<file path="config.mk">
export PLATFORM = sky130hd
export DESIGN_NAME = anagram_window_matcher_top
export DESIGN_NICKNAME = d
export VERILOG_FILES = /design/src/awm_pkg.sv /design/src/awm_letter_cell.sv /design/src/awm_window_cell.sv /design/src/awm_out_buf.sv /design/src/anagram_window_matcher_top.sv
export SDC_FILE = /design/constraint.sdc
export NUM_CORES = 2
export LEC_CHECK = 0
export BUFFER_PORTS_ARGS = -buffer_cell sky130_fd_sc_hd__buf_2
export CORE_UTILIZATION = 40
export DETAILED_ROUTE_END_ITERATION = 7
export PLACE_DENSITY_LB_ADDON = 0.15
export SYNTH_ARGS = -nofsm -noshare
export SYNTH_HDL_FRONTEND = slang
export SYNTH_SLANG_ARGS = --single-unit
</file>
<file path="constraint.sdc">
create_clock -name clk -period 13.05 [get_ports clk]
set_input_delay 1.9575 -clock clk [delete_from_list [all_inputs] [get_ports clk]]
set_output_delay 1.9575 -clock clk [all_outputs]
set_load 0.005 [all_outputs]
</file>
<file path="src/awm_pkg.sv">
// Shared constants and types for the anagram window matcher.
// No dependencies; imported by every module of the block.
package awm_pkg;

  localparam int MAX_PATTERN = 64;
  localparam int ALPHABET    = 26;

  localparam int SYM_W  = 5;                          // symbol field width
  localparam int NSLOT  = ALPHABET + 1;               // letters plus one foreign slot
  localparam int SLOT_W = $clog2(NSLOT);
  localparam int LEN_W  = $clog2(MAX_PATTERN + 1);    // holds 0 .. MAX_PATTERN
  localparam int BAL_W  = $clog2(MAX_PATTERN + 1) + 1; // signed, +/- MAX_PATTERN
  localparam int NZ_W   = $clog2(NSLOT + 1);          // holds 0 .. NSLOT

  localparam logic OP_PATTERN = 1'b0;
  localparam logic OP_TEXT    = 1'b1;

  // update request to one letter cell
  typedef struct packed {
    logic clear;
    logic inc_hit;
    logic dec_hit;
  } awm_cell_cmd_t;

  // zero/nonzero transitions reported by one letter cell
  typedef struct packed {
    logic up_inc;
    logic down_inc;
    logic up_dec;
    logic down_dec;
  } awm_nz_flags_t;

  // one result transaction
  typedef struct packed {
    logic pattern_overflow;
    logic found_any;
    logic window_match;
  } awm_result_t;

endpackage

</file>
<file path="src/awm_letter_cell.sv">
// One letter balance counter of the anagram window matcher.
// Depends on awm_pkg for widths and the command/flag structs.
module awm_letter_cell
  import awm_pkg::*;
(
  input  logic          clk,
  input  logic          rst_n,
  input  logic          upd_en,
  input  awm_cell_cmd_t cmd,
  output awm_nz_flags_t flags
);

  logic signed [BAL_W-1:0] bal_r;
  logic signed [BAL_W-1:0] bal_nxt;
  logic signed [BAL_W-1:0] base;

  always_comb begin
    base  = cmd.clear ? '0 : bal_r;
    flags = '0;
    // a +1 and -1 on the same letter cancel: no transition
    if (cmd.inc_hit && !cmd.dec_hit) begin
      flags.up_inc   = (base == '0);
      flags.down_inc = (base == '1);
    end
    if (cmd.dec_hit && !cmd.inc_hit) begin
      flags.up_dec   = (base == '0);
      flags.down_dec = (base == BAL_W'(1));
    end
    bal_nxt = base + (cmd.inc_hit ? BAL_W'(1) : '0) - (cmd.dec_hit ? BAL_W'(1) : '0);
  end

  always_ff @(posedge clk) begin
    if (!rst_n) begin
      bal_r <= '0;
    end else if (upd_en) begin
      bal_r <= bal_nxt;
    end
  end

endmodule

</file>
<file path="src/awm_window_cell.sv">
// One stage of the text window shift chain.
// Depends on awm_pkg for the symbol width.
module awm_window_cell
  import awm_pkg::*;
(
  input  logic             clk,
  input  logic             shift_en,
  input  logic [SYM_W-1:0] sym_in,
  output logic [SYM_W-1:0] sym_out
);

  logic [SYM_W-1:0] sym_r;

  // advance one place per accepted text symbol
  always_ff @(posedge clk) begin
    if (shift_en) begin
      sym_r <= sym_in;
    end
  end

  assign sym_out = sym_r;

endmodule

</file>
<file path="src/awm_out_buf.sv">
// Two-entry output buffer (holding register plus skid) for result transactions.
// Depends on awm_pkg for the result struct.
module awm_out_buf
  import awm_pkg::*;
(
  input  logic        clk,
  input  logic        rst_n,
  input  logic        push,
  input  awm_result_t push_data,
  output logic        full,
  output logic        out_valid,
  input  logic        out_ready,
  output awm_result_t out_data
);

  logic        head_v_r, head_v_nxt;
  logic        skid_v_r, skid_v_nxt;
  awm_result_t head_r, head_nxt;
  awm_result_t skid_r, skid_nxt;
  logic        pop;

  assign pop = head_v_r && out_ready;

  always_comb begin
    head_v_nxt = head_v_r;
    skid_v_nxt = skid_v_r;
    head_nxt   = head_r;
    skid_nxt   = skid_r;
    if (pop) begin
      if (skid_v_r) begin
        head_nxt   = skid_r;
        head_v_nxt = 1'b1;
        skid_v_nxt = push;
        skid_nxt   = push_data;
      end else begin
        head_v_nxt = push;
        head_nxt   = push_data;
      end
    end else if (push) begin
      if (!head_v_r) begin
        head_nxt   = push_data;
        head_v_nxt = 1'b1;
      end else begin
        skid_nxt   = push_data;
        skid_v_nxt = 1'b1;
      end
    end
  end

  always_ff @(posedge clk) begin
    if (!rst_n) begin
      head_v_r <= 1'b0;
      skid_v_r <= 1'b0;
    end else begin
      head_v_r <= head_v_nxt;
      skid_v_r <= skid_v_nxt;
    end
    head_r <= head_nxt;
    skid_r <= skid_nxt;
  end

  assign full      = skid_v_r;
  assign out_valid = head_v_r;
  assign out_data  = head_r;

endmodule

</file>
<file path="src/anagram_window_matcher_top.sv">
// Anagram window matcher: one transaction per cycle unless the output buffer is full; each
// result is registered in the output buffer. The letter cell row sets that rate by taking
// the entering and leaving symbol updates together in the same cycle.
// Reset clears all letter balances and flags at once; no clearing pass is needed.
// The window shift chain is not reset; only symbols of the current query are read.
// Depends on awm_pkg, awm_letter_cell, awm_window_cell and awm_out_buf.
module anagram_window_matcher_top
  import awm_pkg::*;
(
  input  logic       clk,
  input  logic       rst_n,
  input  logic       in_tvalid,
  output logic       in_tready,
  input  logic [7:0] in_tdata,   // [4:0] symbol, [7:5] zero
  input  logic [0:0] in_tuser,   // [0] op
  input  logic       in_tlast,
  output logic       out_tvalid,
  input  logic       out_tready,
  output logic [7:0] out_tdata   // [0] window_match, [1] found_any,
                                 // [2] pattern_overflow, [7:3] zero
);

  logic             in_acc;
  logic             is_text;
  logic [SYM_W-1:0] sym;
  logic [SLOT_W-1:0] enter_slot;
  logic [SLOT_W-1:0] leave_slot;
  logic [SYM_W-1:0]  leave_sym;

  logic [LEN_W-1:0] plen_r, plen_nxt;
  logic [LEN_W-1:0] tlen_r, tlen_nxt;
  logic [NZ_W-1:0]  nz_r, nz_nxt;
  logic             found_r, found_nxt;
  logic             ovf_r, ovf_nxt;
  logic             qopen_r, qopen_nxt;
  logic             tseen_r, tseen_nxt;

  logic             clr;
  logic [LEN_W-1:0] plen_base;
  logic [LEN_W-1:0] tlen_base;
  logic [NZ_W-1:0]  nz_base;
  logic             found_base;
  logic             ovf_base;
  logic             inc_en;
  logic             dec_en;
  logic [SLOT_W-1:0] inc_slot;
  logic             shift_en;
  logic             match;
  logic             push;
  logic             buf_full;

  awm_cell_cmd_t    cmd [NSLOT];
  awm_nz_flags_t    nzf [NSLOT];
  logic             up_i, down_i, up_d, down_d;

  logic [SYM_W-1:0] win [MAX_PATTERN];
  awm_result_t      res;
  awm_result_t      out_res;

  assign in_tready = !buf_full;
  assign in_acc    = in_tvalid && in_tready;
  assign is_text   = (in_tuser[0] == OP_TEXT);
  assign sym       = in_tdata[SYM_W-1:0];

  assign enter_slot = (32'(sym) < ALPHABET) ? SLOT_W'(sym) : SLOT_W'(ALPHABET);
  assign leave_slot = (32'(leave_sym) < ALPHABET) ? SLOT_W'(leave_sym) : SLOT_W'(ALPHABET);

  // leaving symbol always sits at window position 0
  assign leave_sym = win[0];

  // per-transaction control
  always_comb begin
    clr        = is_text ? !qopen_r : (!qopen_r || tseen_r);
    plen_base  = clr ? '0 : plen_r;
    tlen_base  = clr ? '0 : tlen_r;
    nz_base    = clr ? '0 : nz_r;
    found_base = clr ? 1'b0 : found_r;
    ovf_base   = clr ? 1'b0 : ovf_r;

    plen_nxt  = plen_base;
    tlen_nxt  = tlen_base;
    found_nxt = found_base;
    ovf_nxt   = ovf_base;
    tseen_nxt = clr ? 1'b0 : tseen_r;
    qopen_nxt = 1'b1;
    inc_en    = 1'b0;
    dec_en    = 1'b0;
    inc_slot  = enter_slot;
    shift_en  = 1'b0;
    match     = 1'b0;

    if (!is_text) begin
      if (32'(sym) < ALPHABET) begin
        if (plen_base < LEN_W'(MAX_PATTERN)) begin
          inc_en   = 1'b1;
          plen_nxt = plen_base + LEN_W'(1);
        end else begin
          ovf_nxt = 1'b1;
        end
      end
    end else begin
      tseen_nxt = 1'b1;
      if (ovf_base) begin
        match = 1'b0;
      end else if (plen_base == '0) begin
        match = 1'b1;
      end else begin
        inc_en   = (tlen_base >= plen_base);
        inc_slot = leave_slot;
        dec_en   = 1'b1;
        shift_en = 1'b1;
        if (tlen_base < plen_base) begin
          tlen_nxt = tlen_base + LEN_W'(1);
        end
        match = (nz_nxt == '0) && (tlen_nxt >= plen_base);
      end
      found_nxt = found_base || match;
      if (in_tlast) begin
        qopen_nxt = 1'b0;
      end
    end
  end

  // letter cell row
  for (genvar i = 0; i < NSLOT; i++) begin : g_letter
    assign cmd[i].clear   = clr;
    assign cmd[i].inc_hit = inc_en && (inc_slot == SLOT_W'(i));
    assign cmd[i].dec_hit = dec_en && (enter_slot == SLOT_W'(i));

    awm_letter_cell u_cell (
      .clk    (clk),
      .rst_n  (rst_n),
      .upd_en (in_acc),
      .cmd    (cmd[i]),
      .flags  (nzf[i])
    );
  end

  // each role hits at most one cell, so OR is enough
  always_comb begin
    up_i   = 1'b0;
    down_i = 1'b0;
    up_d   = 1'b0;
    down_d = 1'b0;
    for (int i = 0; i < NSLOT; i++) begin
      up_i   = up_i   | nzf[i].up_inc;
      down_i = down_i | nzf[i].down_inc;
      up_d   = up_d   | nzf[i].up_dec;
      down_d = down_d | nzf[i].down_dec;
    end
    nz_nxt = nz_base + NZ_W'(up_i) + NZ_W'(up_d) - NZ_W'(down_i) - NZ_W'(down_d);
  end

  // window shift chain: the newest text symbol enters at position plen-1 and
  // advances toward position 0, which it reaches when it leaves the window
  for (genvar k = 0; k < MAX_PATTERN; k++) begin : g_window
    if (k == MAX_PATTERN - 1) begin : g_tail
      awm_window_cell u_wcell (
        .clk      (clk),
        .shift_en (in_acc && shift_en),
        .sym_in   (sym),
        .sym_out  (win[k])
      );
    end else begin : g_body
      awm_window_cell u_wcell (
        .clk      (clk),
        .shift_en (in_acc && shift_en),
        .sym_in   ((plen_r == LEN_W'(k + 1)) ? sym : win[k+1]),
        .sym_out  (win[k])
      );
    end
  end

  always_ff @(posedge clk) begin
    if (!rst_n) begin
      plen_r  <= '0;
      tlen_r  <= '0;
      nz_r    <= '0;
      found_r <= 1'b0;
      ovf_r   <= 1'b0;
      qopen_r <= 1'b0;
      tseen_r <= 1'b0;
    end else if (in_acc) begin
      plen_r  <= plen_nxt;
      tlen_r  <= tlen_nxt;
      nz_r    <= nz_nxt;
      found_r <= found_nxt;
      ovf_r   <= ovf_nxt;
      qopen_r <= qopen_nxt;
      tseen_r <= tseen_nxt;
    end
  end

  assign res.window_match     = match;
  assign res.found_any        = found_nxt;
  assign res.pattern_overflow = ovf_base;
  assign push                 = in_acc && is_text;

  awm_out_buf u_out_buf (
    .clk       (clk),
    .rst_n     (rst_n),
    .push      (push),
    .push_data (res),
    .full      (buf_full),
    .out_valid (out_tvalid),
    .out_ready (out_tready),
    .out_data  (out_res)
  );

  assign out_tdata = {5'b0, out_res.pattern_overflow, out_res.found_any, out_res.window_match};

endmodule

</file>
==> impl_results.md <==
- TritonRoute pass-1 iters: 6
- Final Critical Period: 8660 ps
- Worst-margin pin slew: 1100 ps
- Post-Synth XOR/XNOR Area: 3.23%
- Post-CTS Setup Bufs: 0
- Critical path's top delay family: simple AND/OR/NAND/NOR gates
- Leakage: between 15 and 20 nW
- Switch share: 26.1%
- Floorplan die height: 304 um
- Synth Area per Inst: around 9.5 um2
- Clk pwr share: 43.7%
- Rel. slew slack: 25.8%
- First-pass GRT wire length: 140000 um
- Routed WL: roughly 86000 um
- Share of the synthesized area in the top cell type: 26.9%
- Final design utilization: 44.1%
- Post-detail-place hpwl: 56900 um
- Slowest CP cell: and2_4
- Logic pwr share: a little under an eighth
- Synth Area in Compound Gates: between 10% and 20%
- Vias in the first global route: 25400
- Root buf cell: clkbuf_16
- Tot Pwr: around 4.3 mW
- VDD IR max: between 80 and 90 uV
- Hold WS: ~450 ps
- # H-tree levels: 3
- Mux contribution to synthesized area: 8.60%
- Max-slew violation count: 0
- Skew-Pair Late Insertion Delay: 640 ps
- Status: finished clean
- Die area: 0.0922 mm2
- GR Overflow Total: 0
- Die width: 304 um
- Nets: 4188
- Max Fclk: 116 MHz
- Worst Setup End Kind: register
- Crit path required time: around 13000 ps
- Psw: 1.14 mW
- Final worst slack: roughly 4400 ps
- Setup TNS: 0 ps
- Hold Fails Final Rpt: 0
- Num rows: between 100 and 150
- Remaining DRCs: 0
- Vias per inst: 5.26
- Max Fanout on Critical Path: approximately 150
- Unique masters post-synth: 81
- CTS tree: built
- Pwr Density: 109 mW/mm2
- Initial antenna violation count: 0
- Seq/Total Area, Yosys: roughly 40%
- Hold Crit Class: register to register
- Synth Area in Adders: 15.1%
- Mapped Area: 0.0364 mm2
- Crit-path max cell delay: between 600 and 700 ps
- Sequential share of power: 45.0%
- Post-synthesis sequential element count: 567
- Most frequent cells in the layout: nand2_1, ha_1, inv_1
- CTS Buf Count: 70
- Final GP Congestion: 0.890
- Top post-synthesis cells by area: edfxtp_1, ha_1, dfxtp_1, mux2_2, nand2_1
- Area Growth Syn to Fin: 9.14%
- Tot GR Track Use: 18.7%
- WL per Instance: 17.3 um
- Final Cycle Share: 66.3%
- Yosys warnings: 0
- Clk_skew: around 25 ps
- Via count: between 20000 and 30000
- Fraction of layout cells with a size suffix above 1: ~12%
- Ys flop type: edfxtp_1
- Post-Synth Simple-Gate Area: 14.3%
- Core ar.: 0.0900 mm2
- Worst setup path class: input pin to register
- CTS clk-pin slew, worst paths: ~60 ps
- Most common cell after layout, fill and taps aside: nand2_1
- Post-Place Setup Slack: 3840 ps
- EDFF count, synth: 326
- Largest net degree at the start of global routing: 205
- Crit path DAT: ~9000 ps
- CTS Hold Buffers Added: 0
- Mapped Cells: 3815
- CP startpoint kind: input pin
- CTS max path bufs: 3
- Initial core utilization: 40.4%
- Clock sinks: 567
- Asr flop ratio synth: 0%
- Synth area leader: edfxtp_1
- Max-cap check violation count: 0
- Final setup fails: 0
- DRT iter0 DRCs: 1725
- DRT antenna net count: 0
- PortBufs: 15
- Crit path buffers/inverters: 4
- I/O pins: 24
- Ant diodes: 0
- Largest family of logic cells by synthesized area: adder cells
- # resized after CTS: 0
- RSZ-0062 raised after global routing: no
- Internal: 3.21 mW
[through the flow]
stage,cells,area [um2]
2_1_floorplan,3819,36400
3_3_place_gp,4858,37500
3_5_place_dp,4858,37500
4_1_cts,4978,39700
5_1_grt,4978,39700
6_report,4978,39700
[routing by layer]
layer | GRT usage (%) | up-vias | wire length (um) | part of all wire (%)
li1 | - | 13200 | - | -
met1 | 27.7 | 12500 | 44400 | 52
met2 | 28.5 | 403 | 36800 | 43
met3 | 2.57 | 92 | 3540 | 4.1
met4 | 4.69 | 0 | 1420 | 1.6
met5 | 0 | - | 0 | 0
[layout make-up]
class,instances,area (um2)
fillers,8763,50300
repair buffers,45,347
inverters,332,1250
well taps,1176,1470
multi-input cells,2738,19800
flip-flops and latches,567,14600
clock inverters,26,304
clock buffers,94,1910
[worst paths after layout]
path | from | cells past startpoint | to | slack [ps]
max | in_tuser | 28 | u_out_buf.out_data[0] | 4390
min | g_letter[20].u_cell.bal_r[2] | 2 | g_letter[20].u_cell.bal_r[2] | 450
max reg2reg | tseen_r | 27 | u_out_buf.out_data[0] | 5700
min reg2reg | g_letter[20].u_cell.bal_r[2] | 2 | g_letter[20].u_cell.bal_r[2] | 450
[kinds of logic after synthesis]
logic type	after synthesis
AOI/OAI and AO/OA	750
xor gates and xnor gates	134
adders and majority gates	421
buffers and inverters	514
DFF	567
muxes	278
other	1
and+or+nand+nor	1150
[cells in the mapped netlist, drive strengths merged, types with 12 or more instances]
cell type and number:
mux2 276, fa 30, nor2 232, edfxtp 326, xnor2 111, or2 15
o21ai 174, nand2b 18, and2 40, buf 36, dfxtp 241, o211a 52
or3 25, nand3 63, a211oi 35, xor2 23, o21bai 82, a21oi 265
a31oi 13, ha 390, inv 331, clkbuf 146, nor3 45, a21boi 42
a21o 35, nor4 30, nand4 49, nand2 565, nor4b 12
[sequential cells by signal, summed over array words and instances, names as in the netlist, 3 cells and up]
| name | cells |
|---|---|
| g_letter.u_cell.bal_r | 216 |
| g_window.g_body.u_wcell.sym_out | 315 |
| g_window.g_tail.u_wcell.sym_out | 5 |
| nz_r | 5 |
| plen_r | 7 |
| tlen_r | 7 |
| u_out_buf.out_data | 3 |
| u_out_buf.skid_r | 3 |
[power by group through the flow]
stage / clock [mW] / combinational, mW / sequential [mW]
floorplan: 0 / 0.379 / 1.99
global placement: 0 / 0.489 / 1.99
detailed placement: 0 / 0.491 / 1.99
CTS: 1.96 / 0.495 / 1.96
global route: 2.03 / 0.554 / 1.96
finish: 1.90 / 0.489 / 1.96
[tightest hold or removal path, delay by kind of cell (launching register included)]
kind            cells  cell delay (ps)
flops               1              300
simple gates        1               50
compound gates      1               50
Power figures use the tool's default switching activity.
